**src/hw/rtl/dbht_pkg.sv**
```systemverilog
package dbht_pkg;

    // Fixed field widths of the configuration registers and counters
    localparam int DIM_W      = 11;
    localparam int HLEN_W     = 5;
    localparam int CFG_DATA_W = 11;
    localparam int CFG_ADDR_W = 2;
    localparam int CNT_W      = 16;

    localparam logic [CNT_W-1:0] CNT_MAX = '1;

    // Register values after reset
    localparam logic [HLEN_W-1:0] HLEN_RESET  = 5'd4;
    localparam logic [DIM_W-1:0]  IMG_W_RESET = 11'd640;
    localparam logic [DIM_W-1:0]  IMG_H_RESET = 11'd480;

    // Box lanes: one per coordinate, x in the lowest bits of a packed box
    localparam int LANES  = 4;
    localparam int LANE_X = 0;
    localparam int LANE_Y = 1;
    localparam int LANE_W = 2;
    localparam int LANE_H = 3;

    // Configuration register indexes
    typedef enum logic [CFG_ADDR_W-1:0] {
        REG_HISTORY_LENGTH = 2'd0,
        REG_IMAGE_WIDTH    = 2'd1,
        REG_IMAGE_HEIGHT   = 2'd2
    } dbht_reg_t;

    // Status of the averaging divider
    typedef struct packed {
        logic busy;
        logic done;
    } dbht_div_stat_t;

endpackage

```
**src/hw/rtl/dbht_hist_mem.sv**
```systemverilog
module dbht_hist_mem #(
    parameter int DEPTH = 16,
    parameter int AW    = 4,
    parameter int DW    = 44
) (
    input  logic          clk,
    input  logic          rst_n,
    input  logic          wr_en,
    input  logic [AW-1:0] wr_addr,
    input  logic [DW-1:0] wr_data,
    input  logic          clr,
    input  logic [AW-1:0] rd_addr,
    output logic [DW-1:0] rd_data
);

    logic [DW-1:0]    mem [DEPTH];
    logic [DEPTH-1:0] valid_reg;
    logic [DEPTH-1:0] valid_next;
    logic [DW-1:0]    rd_data_reg;

    // Mark written entries; drop all of them on a clear
    always_comb begin
        valid_next = valid_reg;
        if (wr_en) begin
            valid_next[wr_addr] = 1'b1;
        end
        if (clr) begin
            valid_next = '0;
        end
    end

    always_ff @(posedge clk) begin
        if (!rst_n) begin
            valid_reg <= '0;
        end else begin
            valid_reg <= valid_next;
        end
    end

    // Storage and registered read; an entry not yet written reads as zero
    always_ff @(posedge clk) begin
        if (wr_en) begin
            mem[wr_addr] <= wr_data;
        end
        rd_data_reg <= valid_reg[rd_addr] ? mem[rd_addr] : '0;
    end

    assign rd_data = rd_data_reg;

endmodule

```
**src/hw/rtl/dbht_avg_div.sv**
```systemverilog
module dbht_avg_div import dbht_pkg::*; #(
    parameter int SUMW = 16,
    parameter int NW   = 5,
    parameter int QW   = 11
) (
    input  logic                       clk,
    input  logic                       rst_n,
    input  logic                       start,
    input  logic [NW-1:0]              divisor,
    input  logic [LANES-1:0][SUMW-1:0] dividend,
    output logic [LANES-1:0][QW-1:0]   quotient,
    output dbht_div_stat_t             stat
);

    localparam int STEPW = $clog2(SUMW + 1);

    logic                       busy_reg, busy_next;
    logic                       done_reg, done_next;
    logic [STEPW-1:0]           step_reg, step_next;
    logic [LANES-1:0][SUMW-1:0] q_reg, q_next;
    logic [LANES-1:0][NW-1:0]   rem_reg, rem_next;
    logic [NW-1:0]              div_reg, div_next;

    logic [LANES-1:0][NW:0]     shifted;
    logic [LANES-1:0][NW:0]     diff;
    logic [LANES-1:0]           ge;

    // One restoring step per cycle in every lane, all lanes share the divisor
    always_comb begin
        busy_next = busy_reg;
        done_next = 1'b0;
        step_next = step_reg;
        q_next    = q_reg;
        rem_next  = rem_reg;
        div_next  = div_reg;
        for (int l = 0; l < LANES; l++) begin
            shifted[l] = {rem_reg[l], q_reg[l][SUMW-1]};
            diff[l]    = shifted[l] - {1'b0, div_reg};
            ge[l]      = shifted[l] >= {1'b0, div_reg};
        end
        if (start) begin
            busy_next = 1'b1;
            step_next = '0;
            q_next    = dividend;
            rem_next  = '0;
            div_next  = divisor;
        end else if (busy_reg) begin
            for (int l = 0; l < LANES; l++) begin
                q_next[l]   = {q_reg[l][SUMW-2:0], ge[l]};
                rem_next[l] = ge[l] ? diff[l][NW-1:0] : shifted[l][NW-1:0];
            end
            if (step_reg == STEPW'(SUMW - 1)) begin
                busy_next = 1'b0;
                done_next = 1'b1;
            end else begin
                step_next = step_reg + 1'b1;
            end
        end
    end

    always_ff @(posedge clk) begin
        if (!rst_n) begin
            busy_reg <= 1'b0;
            done_reg <= 1'b0;
            step_reg <= '0;
        end else begin
            busy_reg <= busy_next;
            done_reg <= done_next;
            step_reg <= step_next;
        end
    end

    always_ff @(posedge clk) begin
        q_reg   <= q_next;
        rem_reg <= rem_next;
        div_reg <= div_next;
    end

    // The average never exceeds one coordinate, so the low bits hold it
    always_comb begin
        for (int l = 0; l < LANES; l++) begin
            quotient[l] = q_reg[l][QW-1:0];
        end
    end

    assign stat = '{busy: busy_reg, done: done_reg};

endmodule

```
**src/hw/rtl/detection_box_history_tracker.sv**
```systemverilog
// Channel  Direction  Transfer carries
// s_*      in         one frame: tdata = det_x, det_y, det_w, det_h; tuser = found
// m_*      out        one result: tdata = box, doubled center, frames_tracked; tuser = lost
// cfg_*    in         register write: index in cfg_addr, value in cfg_wr_data
//
// One averaging pass reads N history entries one per cycle from the memory port and
// then runs the 4-lane bit-serial divider over SUMW = COORD_BITS + clog2(MAX_HISTORY+1)
// dividend bits. A tested detection takes a pass, the overlap math and, unless the track
// is cleared or lost, a second pass; a first detection first fills all N entries.
// Reset is synchronous; history entries clear at once through per-entry valid bits.
// A new frame is taken only in the idle state; a result waiting on m_tready stalls
// only the delivery of the next result, not its computation.
module detection_box_history_tracker import dbht_pkg::*; #(
    parameter int MAX_HISTORY = 16,
    parameter int COORD_BITS  = 11,
    localparam int CW         = COORD_BITS + 1,
    localparam int BOX_W      = LANES * COORD_BITS,
    localparam int S_TDATA_W  = ((BOX_W + 7) / 8) * 8,
    localparam int M_TDATA_W  = ((BOX_W + 2 * CW + CNT_W + 7) / 8) * 8
) (
    input  logic                  aclk,
    input  logic                  aresetn,
    // s_tdata: det_x, det_y, det_w, det_h (lowest bit up)
    input  logic                  s_tvalid,
    output logic                  s_tready,
    input  logic [S_TDATA_W-1:0]  s_tdata,
    // s_tuser: found
    input  logic [0:0]            s_tuser,
    // m_tdata: box_x, box_y, box_w, box_h, center_x2, center_y2, frames_tracked
    output logic                  m_tvalid,
    input  logic                  m_tready,
    output logic [M_TDATA_W-1:0]  m_tdata,
    // m_tuser: lost
    output logic [0:0]            m_tuser,
    input  logic                  cfg_wr_en,
    input  logic [CFG_ADDR_W-1:0] cfg_addr,
    input  logic [CFG_DATA_W-1:0] cfg_wr_data
);

    localparam int NW      = $clog2(MAX_HISTORY + 1);
    localparam int AW      = (MAX_HISTORY > 1) ? $clog2(MAX_HISTORY) : 1;
    localparam int SUMW    = COORD_BITS + NW;
    localparam int EW      = ((COORD_BITS > DIM_W) ? COORD_BITS : DIM_W) + 2;
    localparam int AREA_W  = 2 * COORD_BITS;
    localparam int SCALE_W = AREA_W + NW;

    typedef enum logic [15:0] {
        ST_IDLE    = 16'h0001,
        ST_SUM     = 16'h0002,
        ST_DIV_GO  = 16'h0004,
        ST_DIV     = 16'h0008,
        ST_OVL     = 16'h0010,
        ST_MUL_OV  = 16'h0020,
        ST_MUL_DET = 16'h0040,
        ST_MUL_SCL = 16'h0080,
        ST_DECIDE  = 16'h0100,
        ST_FILL    = 16'h0200,
        ST_WRITE   = 16'h0400,
        ST_ACCEPT  = 16'h0800,
        ST_MISS    = 16'h1000,
        ST_POST    = 16'h2000,
        ST_CLIP    = 16'h4000,
        ST_OUT     = 16'h8000
    } state_t;

    // Control state
    state_t              state_reg, state_next;
    logic [NW-1:0]       cnt_reg, cnt_next;
    logic                post_reg, post_next;
    logic                fresh_reg, fresh_next;
    logic [AW-1:0]       write_slot_reg, write_slot_next;
    logic [CNT_W-1:0]    miss_count_reg, miss_count_next;
    logic [CNT_W-1:0]    acc_count_reg, acc_count_next;
    logic [CW-1:0]       center_x_reg, center_x_next;
    logic [CW-1:0]       center_y_reg, center_y_next;
    logic [HLEN_W-1:0]   hist_len_reg, hist_len_next;
    logic [DIM_W-1:0]    img_w_reg, img_w_next;
    logic [DIM_W-1:0]    img_h_reg, img_h_next;
    logic                m_tvalid_reg, m_tvalid_next;

    // Payload
    logic [BOX_W-1:0]            det_reg, det_next;
    logic [NW-1:0]               n_reg, n_next;
    logic [LANES-1:0][SUMW-1:0]  sum_reg, sum_next;
    logic [COORD_BITS-1:0]       ov_w_reg, ov_w_next;
    logic [COORD_BITS-1:0]       ov_h_reg, ov_h_next;
    logic [AREA_W-1:0]           area_ov_reg, area_ov_next;
    logic [AREA_W-1:0]           area_det_reg, area_det_next;
    logic [SCALE_W-1:0]          scaled_reg, scaled_next;
    logic [BOX_W-1:0]            res_box_reg, res_box_next;
    logic [CW-1:0]               res_cx_reg, res_cx_next;
    logic [CW-1:0]               res_cy_reg, res_cy_next;
    logic                        res_lost_reg, res_lost_next;
    logic [CNT_W-1:0]            res_frames_reg, res_frames_next;
    logic [M_TDATA_W-1:0]        m_data_reg, m_data_next;
    logic                        m_lost_reg, m_lost_next;

    // Memory and divider hookup
    logic                        mem_we;
    logic [AW-1:0]               mem_waddr;
    logic                        mem_clr;
    logic [AW-1:0]               mem_raddr;
    logic [BOX_W-1:0]            mem_rdata;
    logic                        div_start;
    logic [LANES-1:0][COORD_BITS-1:0] div_q;
    dbht_div_stat_t              div_stat;

    logic [NW-1:0]               n_eff;
    logic                        fresh_use;
    logic [NW-1:0]               slot_use;
    logic [NW-1:0]               slot_inc;

    // Overlap of detection and average, in coordinate width plus one
    logic [CW-1:0] ov_dx, ov_dy, ov_dw, ov_dh;
    logic [CW-1:0] ov_ax, ov_ay, ov_aw, ov_ah;
    logic [CW-1:0] ov_x1, ov_y1, ov_ex, ov_ey, ov_dex, ov_dey, ov_aex, ov_aey;
    logic [CW-1:0] ov_wd, ov_hd;
    logic          ov_hit;

    // Clip of the average against the image
    logic [EW-1:0] cl_ax, cl_ay, cl_end_x, cl_end_y, cl_lim_x, cl_lim_y;
    logic [EW-1:0] cl_x2, cl_y2, cl_w, cl_h, cl_cx, cl_cy;
    logic          cl_hit;

    dbht_hist_mem #(
        .DEPTH (MAX_HISTORY),
        .AW    (AW),
        .DW    (BOX_W)
    ) u_hist_mem (
        .clk     (aclk),
        .rst_n   (aresetn),
        .wr_en   (mem_we),
        .wr_addr (mem_waddr),
        .wr_data (det_reg),
        .clr     (mem_clr),
        .rd_addr (mem_raddr),
        .rd_data (mem_rdata)
    );

    dbht_avg_div #(
        .SUMW (SUMW),
        .NW   (NW),
        .QW   (COORD_BITS)
    ) u_avg_div (
        .clk      (aclk),
        .rst_n    (aresetn),
        .start    (div_start),
        .divisor  (n_reg),
        .dividend (sum_reg),
        .quotient (div_q),
        .stat     (div_stat)
    );

    // Effective history length: zero acts as one, large values saturate
    always_comb begin
        if (hist_len_reg == '0) begin
            n_eff = NW'(1);
        end else if (int'(hist_len_reg) > MAX_HISTORY) begin
            n_eff = NW'(MAX_HISTORY);
        end else begin
            n_eff = NW'(hist_len_reg);
        end
    end

    assign fresh_use = fresh_reg || (n_eff == NW'(1));

    // Ring slot, wrapped to the current length before use
    assign slot_use = (NW'(write_slot_reg) >= n_reg) ? '0 : NW'(write_slot_reg);
    assign slot_inc = (slot_use + 1'b1 == n_reg) ? '0 : slot_use + 1'b1;

    // Overlap of the held detection with the current average
    assign ov_dx  = CW'(det_reg[LANE_X*COORD_BITS +: COORD_BITS]);
    assign ov_dy  = CW'(det_reg[LANE_Y*COORD_BITS +: COORD_BITS]);
    assign ov_dw  = CW'(det_reg[LANE_W*COORD_BITS +: COORD_BITS]);
    assign ov_dh  = CW'(det_reg[LANE_H*COORD_BITS +: COORD_BITS]);
    assign ov_ax  = CW'(div_q[LANE_X]);
    assign ov_ay  = CW'(div_q[LANE_Y]);
    assign ov_aw  = CW'(div_q[LANE_W]);
    assign ov_ah  = CW'(div_q[LANE_H]);
    assign ov_x1  = (ov_dx > ov_ax) ? ov_dx : ov_ax;
    assign ov_y1  = (ov_dy > ov_ay) ? ov_dy : ov_ay;
    assign ov_dex = ov_dx + ov_dw;
    assign ov_dey = ov_dy + ov_dh;
    assign ov_aex = ov_ax + ov_aw;
    assign ov_aey = ov_ay + ov_ah;
    assign ov_ex  = (ov_dex < ov_aex) ? ov_dex : ov_aex;
    assign ov_ey  = (ov_dey < ov_aey) ? ov_dey : ov_aey;
    assign ov_hit = (ov_ex > ov_x1) && (ov_ey > ov_y1);
    assign ov_wd  = ov_ex - ov_x1;
    assign ov_hd  = ov_ey - ov_y1;

    // Average clipped to the image rectangle
    assign cl_ax    = EW'(div_q[LANE_X]);
    assign cl_ay    = EW'(div_q[LANE_Y]);
    assign cl_end_x = cl_ax + EW'(div_q[LANE_W]);
    assign cl_end_y = cl_ay + EW'(div_q[LANE_H]);
    assign cl_lim_x = EW'(img_w_reg);
    assign cl_lim_y = EW'(img_h_reg);
    assign cl_x2    = (cl_end_x < cl_lim_x) ? cl_end_x : cl_lim_x;
    assign cl_y2    = (cl_end_y < cl_lim_y) ? cl_end_y : cl_lim_y;
    assign cl_hit   = (cl_x2 > cl_ax) && (cl_y2 > cl_ay);
    assign cl_w     = cl_x2 - cl_ax;
    assign cl_h     = cl_y2 - cl_ay;
    assign cl_cx    = cl_ax + cl_x2;
    assign cl_cy    = cl_ay + cl_y2;

    // Frame sequencer
    always_comb begin
        state_next      = state_reg;
        cnt_next        = cnt_reg;
        post_next       = post_reg;
        fresh_next      = fresh_reg;
        write_slot_next = write_slot_reg;
        miss_count_next = miss_count_reg;
        acc_count_next  = acc_count_reg;
        center_x_next   = center_x_reg;
        center_y_next   = center_y_reg;
        hist_len_next   = hist_len_reg;
        img_w_next      = img_w_reg;
        img_h_next      = img_h_reg;
        m_tvalid_next   = m_tvalid_reg;
        det_next        = det_reg;
        n_next          = n_reg;
        sum_next        = sum_reg;
        ov_w_next       = ov_w_reg;
        ov_h_next       = ov_h_reg;
        area_ov_next    = area_ov_reg;
        area_det_next   = area_det_reg;
        scaled_next     = scaled_reg;
        res_box_next    = res_box_reg;
        res_cx_next     = res_cx_reg;
        res_cy_next     = res_cy_reg;
        res_lost_next   = res_lost_reg;
        res_frames_next = res_frames_reg;
        m_data_next     = m_data_reg;
        m_lost_next     = m_lost_reg;
        mem_we          = 1'b0;
        mem_waddr       = '0;
        mem_clr         = 1'b0;
        mem_raddr       = '0;
        div_start       = 1'b0;

        // Register writes
        if (cfg_wr_en) begin
            case (cfg_addr)
                REG_HISTORY_LENGTH: hist_len_next = cfg_wr_data[HLEN_W-1:0];
                REG_IMAGE_WIDTH:    img_w_next    = cfg_wr_data[DIM_W-1:0];
                REG_IMAGE_HEIGHT:   img_h_next    = cfg_wr_data[DIM_W-1:0];
                default: ;
            endcase
        end

        // Drop the output once its transfer completes
        if (m_tvalid_reg && m_tready) begin
            m_tvalid_next = 1'b0;
        end

        case (state_reg)
            ST_IDLE: begin
                if (s_tvalid) begin
                    det_next = s_tdata[BOX_W-1:0];
                    n_next   = n_eff;
                    cnt_next = '0;
                    if (n_eff == NW'(1)) begin
                        fresh_next = 1'b1;
                    end
                    if (s_tuser[0] && !fresh_use) begin
                        post_next  = 1'b0;
                        sum_next   = '0;
                        state_next = ST_SUM;
                    end else if (s_tuser[0]) begin
                        state_next = ST_FILL;
                    end else begin
                        state_next = ST_MISS;
                    end
                end
            end
            ST_SUM: begin
                // Issue one read per cycle; add the entry from the previous read, whose data is registered
                mem_raddr = (cnt_reg < n_reg) ? cnt_reg[AW-1:0] : '0;
                if (cnt_reg != '0) begin
                    for (int l = 0; l < LANES; l++) begin
                        sum_next[l] = sum_reg[l]
                                    + SUMW'(mem_rdata[l*COORD_BITS +: COORD_BITS]);
                    end
                end
                if (cnt_reg == n_reg) begin
                    state_next = ST_DIV_GO;
                end else begin
                    cnt_next = cnt_reg + 1'b1;
                end
            end
            ST_DIV_GO: begin
                div_start  = 1'b1;
                state_next = ST_DIV;
            end
            ST_DIV: begin
                if (div_stat.done) begin
                    state_next = post_reg ? ST_CLIP : ST_OVL;
                end
            end
            ST_OVL: begin
                ov_w_next  = ov_hit ? ov_wd[COORD_BITS-1:0] : '0;
                ov_h_next  = ov_hit ? ov_hd[COORD_BITS-1:0] : '0;
                state_next = ST_MUL_OV;
            end
            ST_MUL_OV: begin
                area_ov_next = AREA_W'(ov_w_reg * ov_h_reg);
                state_next   = ST_MUL_DET;
            end
            ST_MUL_DET: begin
                area_det_next = AREA_W'(det_reg[LANE_W*COORD_BITS +: COORD_BITS]
                                      * det_reg[LANE_H*COORD_BITS +: COORD_BITS]);
                state_next    = ST_MUL_SCL;
            end
            ST_MUL_SCL: begin
                scaled_next = SCALE_W'(area_ov_reg * n_reg);
                state_next  = ST_DECIDE;
            end
            ST_DECIDE: begin
                // overlap > floor(area / N) exactly when overlap * N > area
                state_next = (scaled_reg > SCALE_W'(area_det_reg)) ? ST_WRITE : ST_MISS;
            end
            ST_FILL: begin
                // First detection fills every active entry
                mem_we    = 1'b1;
                mem_waddr = cnt_reg[AW-1:0];
                if (cnt_reg + 1'b1 == n_reg) begin
                    fresh_next = 1'b0;
                    state_next = ST_ACCEPT;
                end else begin
                    cnt_next = cnt_reg + 1'b1;
                end
            end
            ST_WRITE: begin
                mem_we          = 1'b1;
                mem_waddr       = slot_use[AW-1:0];
                write_slot_next = slot_inc[AW-1:0];
                state_next      = ST_ACCEPT;
            end
            ST_ACCEPT: begin
                if (acc_count_reg != CNT_MAX) begin
                    acc_count_next = acc_count_reg + 1'b1;
                end
                miss_count_next = '0;
                state_next      = ST_POST;
            end
            ST_MISS: begin
                if (miss_count_reg != CNT_MAX) begin
                    miss_count_next = miss_count_reg + 1'b1;
                end
                state_next = ST_POST;
            end
            ST_POST: begin
                if (miss_count_reg == CNT_W'(n_reg)) begin
                    // Clear the track and recenter on the image
                    mem_clr         = 1'b1;
                    fresh_next      = 1'b1;
                    acc_count_next  = '0;
                    center_x_next   = cl_lim_x[CW-1:0];
                    center_y_next   = cl_lim_y[CW-1:0];
                    res_box_next    = '0;
                    res_cx_next     = cl_lim_x[CW-1:0];
                    res_cy_next     = cl_lim_y[CW-1:0];
                    res_lost_next   = 1'b0;
                    res_frames_next = '0;
                    state_next      = ST_OUT;
                end else if (miss_count_reg > CNT_W'(n_reg)) begin
                    res_box_next    = '0;
                    res_cx_next     = center_x_reg;
                    res_cy_next     = center_y_reg;
                    res_lost_next   = 1'b1;
                    res_frames_next = acc_count_reg;
                    state_next      = ST_OUT;
                end else begin
                    cnt_next   = '0;
                    sum_next   = '0;
                    post_next  = 1'b1;
                    state_next = ST_SUM;
                end
            end
            ST_CLIP: begin
                if (cl_hit) begin
                    res_box_next  = {cl_h[COORD_BITS-1:0], cl_w[COORD_BITS-1:0],
                                     div_q[LANE_Y], div_q[LANE_X]};
                    center_x_next = cl_cx[CW-1:0];
                    center_y_next = cl_cy[CW-1:0];
                    res_cx_next   = cl_cx[CW-1:0];
                    res_cy_next   = cl_cy[CW-1:0];
                end else begin
                    res_box_next  = '0;
                    res_cx_next   = center_x_reg;
                    res_cy_next   = center_y_reg;
                end
                res_lost_next   = 1'b0;
                res_frames_next = acc_count_reg;
                state_next      = ST_OUT;
            end
            ST_OUT: begin
                // Hold the result until the output register is free
                if (!m_tvalid_reg || m_tready) begin
                    m_data_next   = M_TDATA_W'({res_frames_reg, res_cy_reg, res_cx_reg,
                                                res_box_reg});
                    m_lost_next   = res_lost_reg;
                    m_tvalid_next = 1'b1;
                    state_next    = ST_IDLE;
                end
            end
            default: begin
                state_next = ST_IDLE;
            end
        endcase
    end

    always_ff @(posedge aclk) begin
        if (!aresetn) begin
            state_reg      <= ST_IDLE;
            cnt_reg        <= '0;
            post_reg       <= 1'b0;
            fresh_reg      <= 1'b1;
            write_slot_reg <= '0;
            miss_count_reg <= '0;
            acc_count_reg  <= '0;
            center_x_reg   <= '0;
            center_y_reg   <= '0;
            hist_len_reg   <= HLEN_RESET;
            img_w_reg      <= IMG_W_RESET;
            img_h_reg      <= IMG_H_RESET;
            m_tvalid_reg   <= 1'b0;
        end else begin
            state_reg      <= state_next;
            cnt_reg        <= cnt_next;
            post_reg       <= post_next;
            fresh_reg      <= fresh_next;
            write_slot_reg <= write_slot_next;
            miss_count_reg <= miss_count_next;
            acc_count_reg  <= acc_count_next;
            center_x_reg   <= center_x_next;
            center_y_reg   <= center_y_next;
            hist_len_reg   <= hist_len_next;
            img_w_reg      <= img_w_next;
            img_h_reg      <= img_h_next;
            m_tvalid_reg   <= m_tvalid_next;
        end
    end

    always_ff @(posedge aclk) begin
        det_reg        <= det_next;
        n_reg          <= n_next;
        sum_reg        <= sum_next;
        ov_w_reg       <= ov_w_next;
        ov_h_reg       <= ov_h_next;
        area_ov_reg    <= area_ov_next;
        area_det_reg   <= area_det_next;
        scaled_reg     <= scaled_next;
        res_box_reg    <= res_box_next;
        res_cx_reg     <= res_cx_next;
        res_cy_reg     <= res_cy_next;
        res_lost_reg   <= res_lost_next;
        res_frames_reg <= res_frames_next;
        m_data_reg     <= m_data_next;
        m_lost_reg     <= m_lost_next;
    end

    assign s_tready = (state_reg == ST_IDLE);
    assign m_tvalid = m_tvalid_reg;
    assign m_tdata  = m_data_reg;
    assign m_tuser  = m_lost_reg;

`ifndef NO_ASSERTIONS
    a_no_write_during_sum: assert property (@(posedge aclk) disable iff (!aresetn)
        (state_reg == ST_SUM) |-> !mem_we)
        else $error("history written during an averaging pass");

    a_accept_clears_miss: assert property (@(posedge aclk) disable iff (!aresetn)
        (state_reg == ST_ACCEPT) |=> (miss_count_reg == '0))
        else $error("miss count not cleared by an accepted detection");

    a_lost_empty_box: assert property (@(posedge aclk) disable iff (!aresetn)
        (m_tvalid_reg && m_lost_reg) |-> (m_data_reg[BOX_W-1:0] == '0))
        else $error("lost result carries a box");

    a_center_matches_box: assert property (@(posedge aclk) disable iff (!aresetn)
        (m_tvalid_reg && !m_lost_reg && (m_data_reg[LANE_W*COORD_BITS +: COORD_BITS] != '0))
        |-> (m_data_reg[BOX_W +: CW] == ({m_data_reg[LANE_X*COORD_BITS +: COORD_BITS], 1'b0}
             + CW'(m_data_reg[LANE_W*COORD_BITS +: COORD_BITS]))))
        else $error("doubled center does not match the reported box");

    a_divider_starts: assert property (@(posedge aclk) disable iff (!aresetn)
        (state_reg == ST_DIV_GO) |=> (div_stat.busy && !div_stat.done))
        else $error("divider did not start");
`endif

endmodule

```
**config.mk**
```make
export PLATFORM = sky130hd
export DESIGN_NAME = detection_box_history_tracker
export DESIGN_NICKNAME = d
export VERILOG_FILES = /design/src/hw/rtl/dbht_pkg.sv /design/src/hw/rtl/dbht_hist_mem.sv /design/src/hw/rtl/dbht_avg_div.sv /design/src/hw/rtl/detection_box_history_tracker.sv
export SDC_FILE = /design/constraint.sdc
export NUM_CORES = 2
export LEC_CHECK = 0
export BUFFER_PORTS_ARGS = -buffer_cell sky130_fd_sc_hd__clkbuf_2
export CAP_MARGIN = 20
export CORE_ASPECT_RATIO = 1.25
export CORE_MARGIN = 2
export CORE_UTILIZATION = 35
export DETAILED_ROUTE_END_ITERATION = 8
export GPL_ROUTABILITY_DRIVEN = 1
export PLACE_DENSITY_LB_ADDON = 0.25
export SLEW_MARGIN = 20
export SYNTH_ARGS = -nofsm -noshare
export SYNTH_HDL_FRONTEND = slang
export SYNTH_SLANG_ARGS = --single-unit
export TNS_END_PERCENT = 100
```
**constraint.sdc**
```tcl
create_clock -name aclk -period 9.6 [get_ports aclk]
set_input_delay 0.48 -clock aclk [delete_from_list [all_inputs] [get_ports aclk]]
set_output_delay 0.48 -clock aclk [all_outputs]
set_load 0.01 [all_outputs]
```
=== Word level (Yosys, flattened, before mapping) ===
Memories as Yosys holds them, arrays and structs flattened. A register that Yosys moved wholly into a read port is not among the register bits.
Index checks and enable logic that the tools add are counted.

* Memories: 1
* RAM bits: 704
* Bits in latches: 0
* Output and inout port bits: 91
* Input port bits: 67
* Register bits after elaboration: 599
* Memory bits (read-only): 0
* Logic and storage cells: 279

* Reductions and logical operators: 41
* Mux-type cells: 97
* Multipliers: 3
* Eq/ne operators: 42
* Bitwise operators: 4
* Magnitude comparators: 22
* Add/subtract/negate cells: 25
* Divide/modulo/power cells: 0
* Shift operators: 0

{| class="wikitable"
|+ Memory list
! name !! words !! bits a word !! read ports !! clocked after Yosys merged registers in !! wr ports !! RTL line !! RTL
|-
| u_hist_mem.mem || 16 || 44 || 1 || 1 || 1 || dbht_hist_mem.sv:16 || <nowiki>logic [DW-1:0] mem [DEPTH];</nowiki>
|}

{| class="wikitable"
|+ Operator list
! operator !! number
|-
| two-way mux 64 bit || 7
|-
| one-hot mux 16 bit (15 select lines) || 1
|-
| two-way mux 16 bit || 12
|-
| one-hot mux 64 bit (3 select lines) || 1
|-
| two-way mux 12 bit || 12
|-
| two-way mux 44 bit || 3
|-
| one-hot mux 12 bit (2 select lines) || 4
|-
| one-hot mux 16 bit (2 select lines) || 3
|-
| one-hot mux 44 bit (2 select lines) || 1
|-
| adder 11 x 11 -> 12 bit || 6
|-
| adder 16 x 11 -> 16 bit || 4
|-
| two-way mux 5 bit || 11
|-
| greater-than comparator 12 x 11 -> 1 bit || 4
|-
| multiplier 11 x 11 -> 22 bit || 2
|-
| subtractor 11 bit || 4
|-
| two-way mux 13 bit || 3
|-
| adder 16 x 1 -> 16 bit (second input constant) || 2
|-
| != test 16 bit (second input constant) || 2
|-
| greater-than comparator 27 x 22 -> 1 bit || 1
|-
| multiplier 22 x 5 -> 27 bit || 1
|-
| two-way mux 1 bit || 25
|-
| adder 11 x 12 -> 12 bit || 2
|-
| greater-or-equal comparator 6 x 5 -> 1 bit || 4
|-
| less-than comparator 12 x 11 -> 1 bit || 2
|-
| 62 further kinds || 117
|}

=== Longest topological paths before layout ===
* Word-level depth: 10
* Mapped depth: 29

=== Modules after synthesis ===
Synthesis repeated with hierarchy kept, for this count alone.

* Cells, all modules: 5,536
* Area total of the unflattened synthesis: 71,990.3 um^2

{| class="wikitable"
|+ By module, submodules not included
! module !! area each (um^2) !! instances !! cells each
|-
| detection_box_history_tracker || 38,882.3 || 1 || 3,917
|-
| dbht_hist_mem || 27,884.2 || 1 || 1,188
|-
| dbht_avg_div || 5,223.8 || 1 || 431
|}

=== Least setup slack after synthesis ===
Ideal clock, no wire load.

* Path kind: register -> register
* From: register n_reg[4]
* To: register sum_reg[0] (netlist name), enable pin
* Stages on the path, launching flop included: 12
* Setup time: 0.565 ns
* Setup slack: 2.457 ns
* Clock period less this slack: 7.143 ns
* Arrival: 6.579 ns
* Required time: 9.035 ns
* Cell sequence: edfxtp_1 clkbuf_1 clkbuf_1 clkbuf_1 inv_1 ha_1 and3_1 nand3_1 nor2_1 nor3_1 a21oi_1 nor3_1

* Cells in the longest elaborated chain, start to end: 3
* Elaborated cells on any way between the ends: 5
* Classes of those cells: order compare (1); eq/ne (3); reduce/logical (1)

{| class="wikitable"
|+ RTL lines
! item !! RTL line !! RTL
|-
| start, declared || detection_box_history_tracker.sv:83 || <nowiki>logic [NW-1:0] n_reg, n_next;</nowiki>
|-
| start signal, assigned || detection_box_history_tracker.sv:449 || <nowiki>n_reg <= n_next;</nowiki>
|-
| greater-than comparator 16 x 5 -> 1 bit / equality test 16 x 5 -> 1 bit (equally long branches) || detection_box_history_tracker.sv:368, detection_box_history_tracker.sv:355 ||
|-
| != test 2 bit (no line) || -- ||
|-
| AND reduction 6 bit (no line) (*) || -- ||
|-
| end signal, assigned || detection_box_history_tracker.sv:450 || <nowiki>sum_reg <= sum_next;</nowiki>
|-
| end, declared || detection_box_history_tracker.sv:84 || <nowiki>logic [LANES-1:0][SUMW-1:0] sum_reg, sum_next;</nowiki>
|}

Mark *: on every way between the ends. The rest lies on a longest branch, timed or not.
A chain may end at the register's enable or synchronous reset.

=== Worst setup path in the final report ===
* From: register u_avg_div.q_reg (netlist bit u_avg_div.quotient[11])
* To: register center_x_reg[9]

* Cells in the longest elaborated chain, start to end: 7

{| class="wikitable"
|+ RTL lines
! item !! RTL line !! RTL
|-
| start, declared || dbht_avg_div.sv:20 || <nowiki>logic [LANES-1:0][SUMW-1:0] q_reg, q_next;</nowiki>
|-
| start signal, assigned || dbht_avg_div.sv:74 || <nowiki>q_reg <= q_next;</nowiki>
|-
| adder 11 x 11 -> 12 bit || detection_box_history_tracker.sv:196 || <nowiki>assign cl_end_y = cl_ay + EW'(div_q[LANE_H]);</nowiki>
|-
| less-than comparator 12 x 11 -> 1 bit || detection_box_history_tracker.sv:200 || <nowiki>assign cl_y2 = (cl_end_y < cl_lim_y) ? cl_end_y : cl_lim_y;</nowiki>
|-
| two-way mux 12 bit || detection_box_history_tracker.sv:200 ||
|-
| greater-than comparator 12 x 11 -> 1 bit (*) || detection_box_history_tracker.sv:201 || <nowiki>assign cl_hit = (cl_x2 > cl_ax) && (cl_y2 > cl_ay);</nowiki>
|-
| logical AND 1 bit (*) || detection_box_history_tracker.sv:201 ||
|-
| two-way mux 12 bit (*) || -- ||
|-
| one-hot mux 12 bit (2 select lines) (*) || -- ||
|-
| end signal, assigned || detection_box_history_tracker.sv:438 || <nowiki>center_x_reg <= center_x_next;</nowiki>
|-
| end, declared || detection_box_history_tracker.sv:74 || <nowiki>logic [CW-1:0] center_x_reg, center_x_next;</nowiki>
|}

Marked as above.

==> metrics <==
Slew headroom between 20% and 30%; ys flop type edfxtp_1; vias in the first global route 49.6k; max FFs per register about 700; max incr delay on CP about 0.56 ns; die height a little over 500 µm; drt first-iter violations ~3.5k; io pins 158; clock power share between 20% and 30%; core footprint just over 200000 µm²; Psw 7.40 mW; Seq/Total Area, Yosys 52.7%; DRC Markers 0; post_cts resized 0; largest net degree at the start of global routing between 100 and 150; total grt overflow 0; total internal power about 14 mW; gr usage total about a fifth; Final period util 75.4%; Yosys cell types 94; Initial Utilization a little over a third; WL final between 200000 and 250000 µm; TritonCTS buffer count 142; Warnings, synthesis 0; first-pass GRT wire length 313000 µm; Hold Buf Count CTS between 50 and 60; setup bufs post-CTS 0; Cell Pwr Density about 260 nW/µm²; fmax 138 MHz; Setup violations, final 0; total via count in the routed design a little under 50k; Mapped Cells between 6k and 7k; final setup TNS 0 ns; CP max-delay cell edfxtp_1; Worst setup SP type register; Synth top area share ~47%; ys async rst share 0%; Area Overhead vs Synth 13.0%; Worst Hold Margin just over 0.05 ns; Bufs on Longest Clock Path 3; most frequent cells in the layout edfxtp_1 (1149), nand2_1 (517), inv_1 (438), ha_1 (438), nor2_1 (386); Worst Setup End Kind register; worst clock skew ~0.057 ns; unrepaired setup endpoints after global routing no; root buffer cell clkbuf_16; final core occ 39.7%; mapped cell area between 70000 and 80000 µm²; Pleak around 31 nW; Die Wd about 410 µm; worst slew pin tran 1.06 ns; Worst-path clk slew 0.07 ns; Avg WL per Cell between 20 and 25 µm; HP Class input pin to register; Max Slew Vio Count 0; status finished clean; final RePlAce weighted congestion roughly 0.9; Req. time, crit path between 10 and 15 ns; DRT antenna net count 0; R2R Setup Slk around 2.4 ns; Max FO, Critical Path just over 50; Comb power frac 38.2%; vias per inst 5.29; fin crit period 7.24 ns; leading area contributor after synthesis edfxtp_1; CP Class register to register; share of layout cells above drive strength 1 9.01%; Hold Violations, Final 0; TritonCTS clock tree yes; port buffer count around 150; DP Wirelength approximately 140000 µm; critical path's top delay family compound AO/OA/AOI/OAI gates; flop and latch count out of synthesis approximately 1.3k; worst skew pair latency between 0.8 and 0.9 ns; CTS sink cnt 1347; Post-synth EDFFs 1149; Avg Inst Size Synth ~12 µm²; die footprint around 210000 µm²; worst path bufs/invs 4; Synth area leaders edfxtp_1 (47%), ha_1 (7.5%), fa_1 (6.5%); Data arrival, critical path 7.93 ns; Seq pwr share between 30% and 40%; max_cap viols 0; initial antenna violation count 10; first drt pass iteration count 5; Layout fillers slightly below 20k; sw frac around a third; final net count just over 7k; # rows between 150 and 200; commonest non-fill, non-tap cell in the layout edfxtp_1; # H-tree levels 4; Worst VDD drop ~450 µV
power groups by stage:
stage / clock, mW / sequential [mW] / combinational (mW)
floorplan: 0 / 7.49 / 5.90
global placement: 0 / 7.47 / 7.93
detailed placement: 0 / 7.48 / 8.04
CTS: 5.79 / 7.36 / 8.15
global route: 6.00 / 7.38 / 9.13
finish: 5.67 / 7.36 / 8.06
metrics by stage:
stage | power [mW] | cell area, µm² | setup WS (ns) | cells
4_1_cts | 21.3 | 82500 | 2.41 | 9377
5_1_grt | 22.5 | 82500 | 1.99 | 9378
2_1_floorplan | 13.4 | 73000 | 2.46 | 6350
3_5_place_dp | 15.5 | 77100 | 2.41 | 9061
3_3_place_gp | 15.4 | 77100 | 2.16 | 9059
6_report | 21.1 | 82500 | 2.36 | 9379
layout make-up:
type / instances / area, µm² / area share, %
Timing Repair Buffer: 321 / 2270 / 2.75
Tap cell: 2740 / 3430 / 4.16
Inverter: 441 / 1660 / 2.01
Clock inverter: 63 / 871 / 1.06
Sequential cell: 1347 / 38500 / 46.6
Clock buffer: 198 / 3970 / 4.81
Antenna cell: 2 / 5.00 / 0.00607
Multi-Input combinational cell: 4267 / 31800 / 38.6
Yosys cell counts, drive strengths merged (44+ instances only):
cell / count
o21a: 49
o21ai: 313
xor2: 79
clkbuf: 231
mux2i: 114
dfxtp: 198
nor3: 154
nand2: 517
a21o: 80
o22ai: 51
a22oi: 45
ha: 438
xnor2: 120
and2: 205
or3: 150
nand4: 44
nand2b: 63
buf: 64
inv: 439
nor2b: 194
a211oi: 172
nand3: 81
nor2: 392
edfxtp: 1149
a21oi: 363
o221ai: 48
fa: 238
worst reg2reg max path, delay by kind of cell (launching register included):
| family | cells | cell delay [ns] |
|---|---|---|
| buf+inv | 4 | 0.97 |
| simple gates | 4 | 0.69 |
| mux | 1 | 0.22 |
| fa+ha+maj | 5 | 1.65 |
| flops | 1 | 0.56 |
| compound gates | 12 | 2.89 |
| xor+xnor | 1 | 0.14 |
logic make-up after synthesis:
family	after synthesis	synth area share, %
fa+ha+maj	676	14.0
other cells	1	0.00514
simple gates	1924	13.4
mux	137	1.95
flops	1347	52.7
xor+xnor	199	2.39
buf+inv	736	3.96
compound gates	1327	11.6
routing by layer:
metal,share of wire (%),up-vias,track usage (%)
met5,0.0076,-,0
met4,3.1,2,6.32
met3,4.0,306,2.40
met2,50,1143,34.2
met1,43,25000,24.9
li1,-,23200,-
path summary, 6_finish.rpt:
| path | from | to | depth (start not counted) |
|---|---|---|---|
| worst max register to register | u_avg_div.quotient[11] | center_x_reg[9] | 27 |
| worst min-delay path | cfg_wr_data[1] | img_w_reg[1] | 3 |
| worst min register to register | res_box_reg[6] | m_tdata[6] | 0 |
| worst max-delay path | u_avg_div.quotient[11] | center_x_reg[9] | 27 |
(Power assumes the default switching activity.)
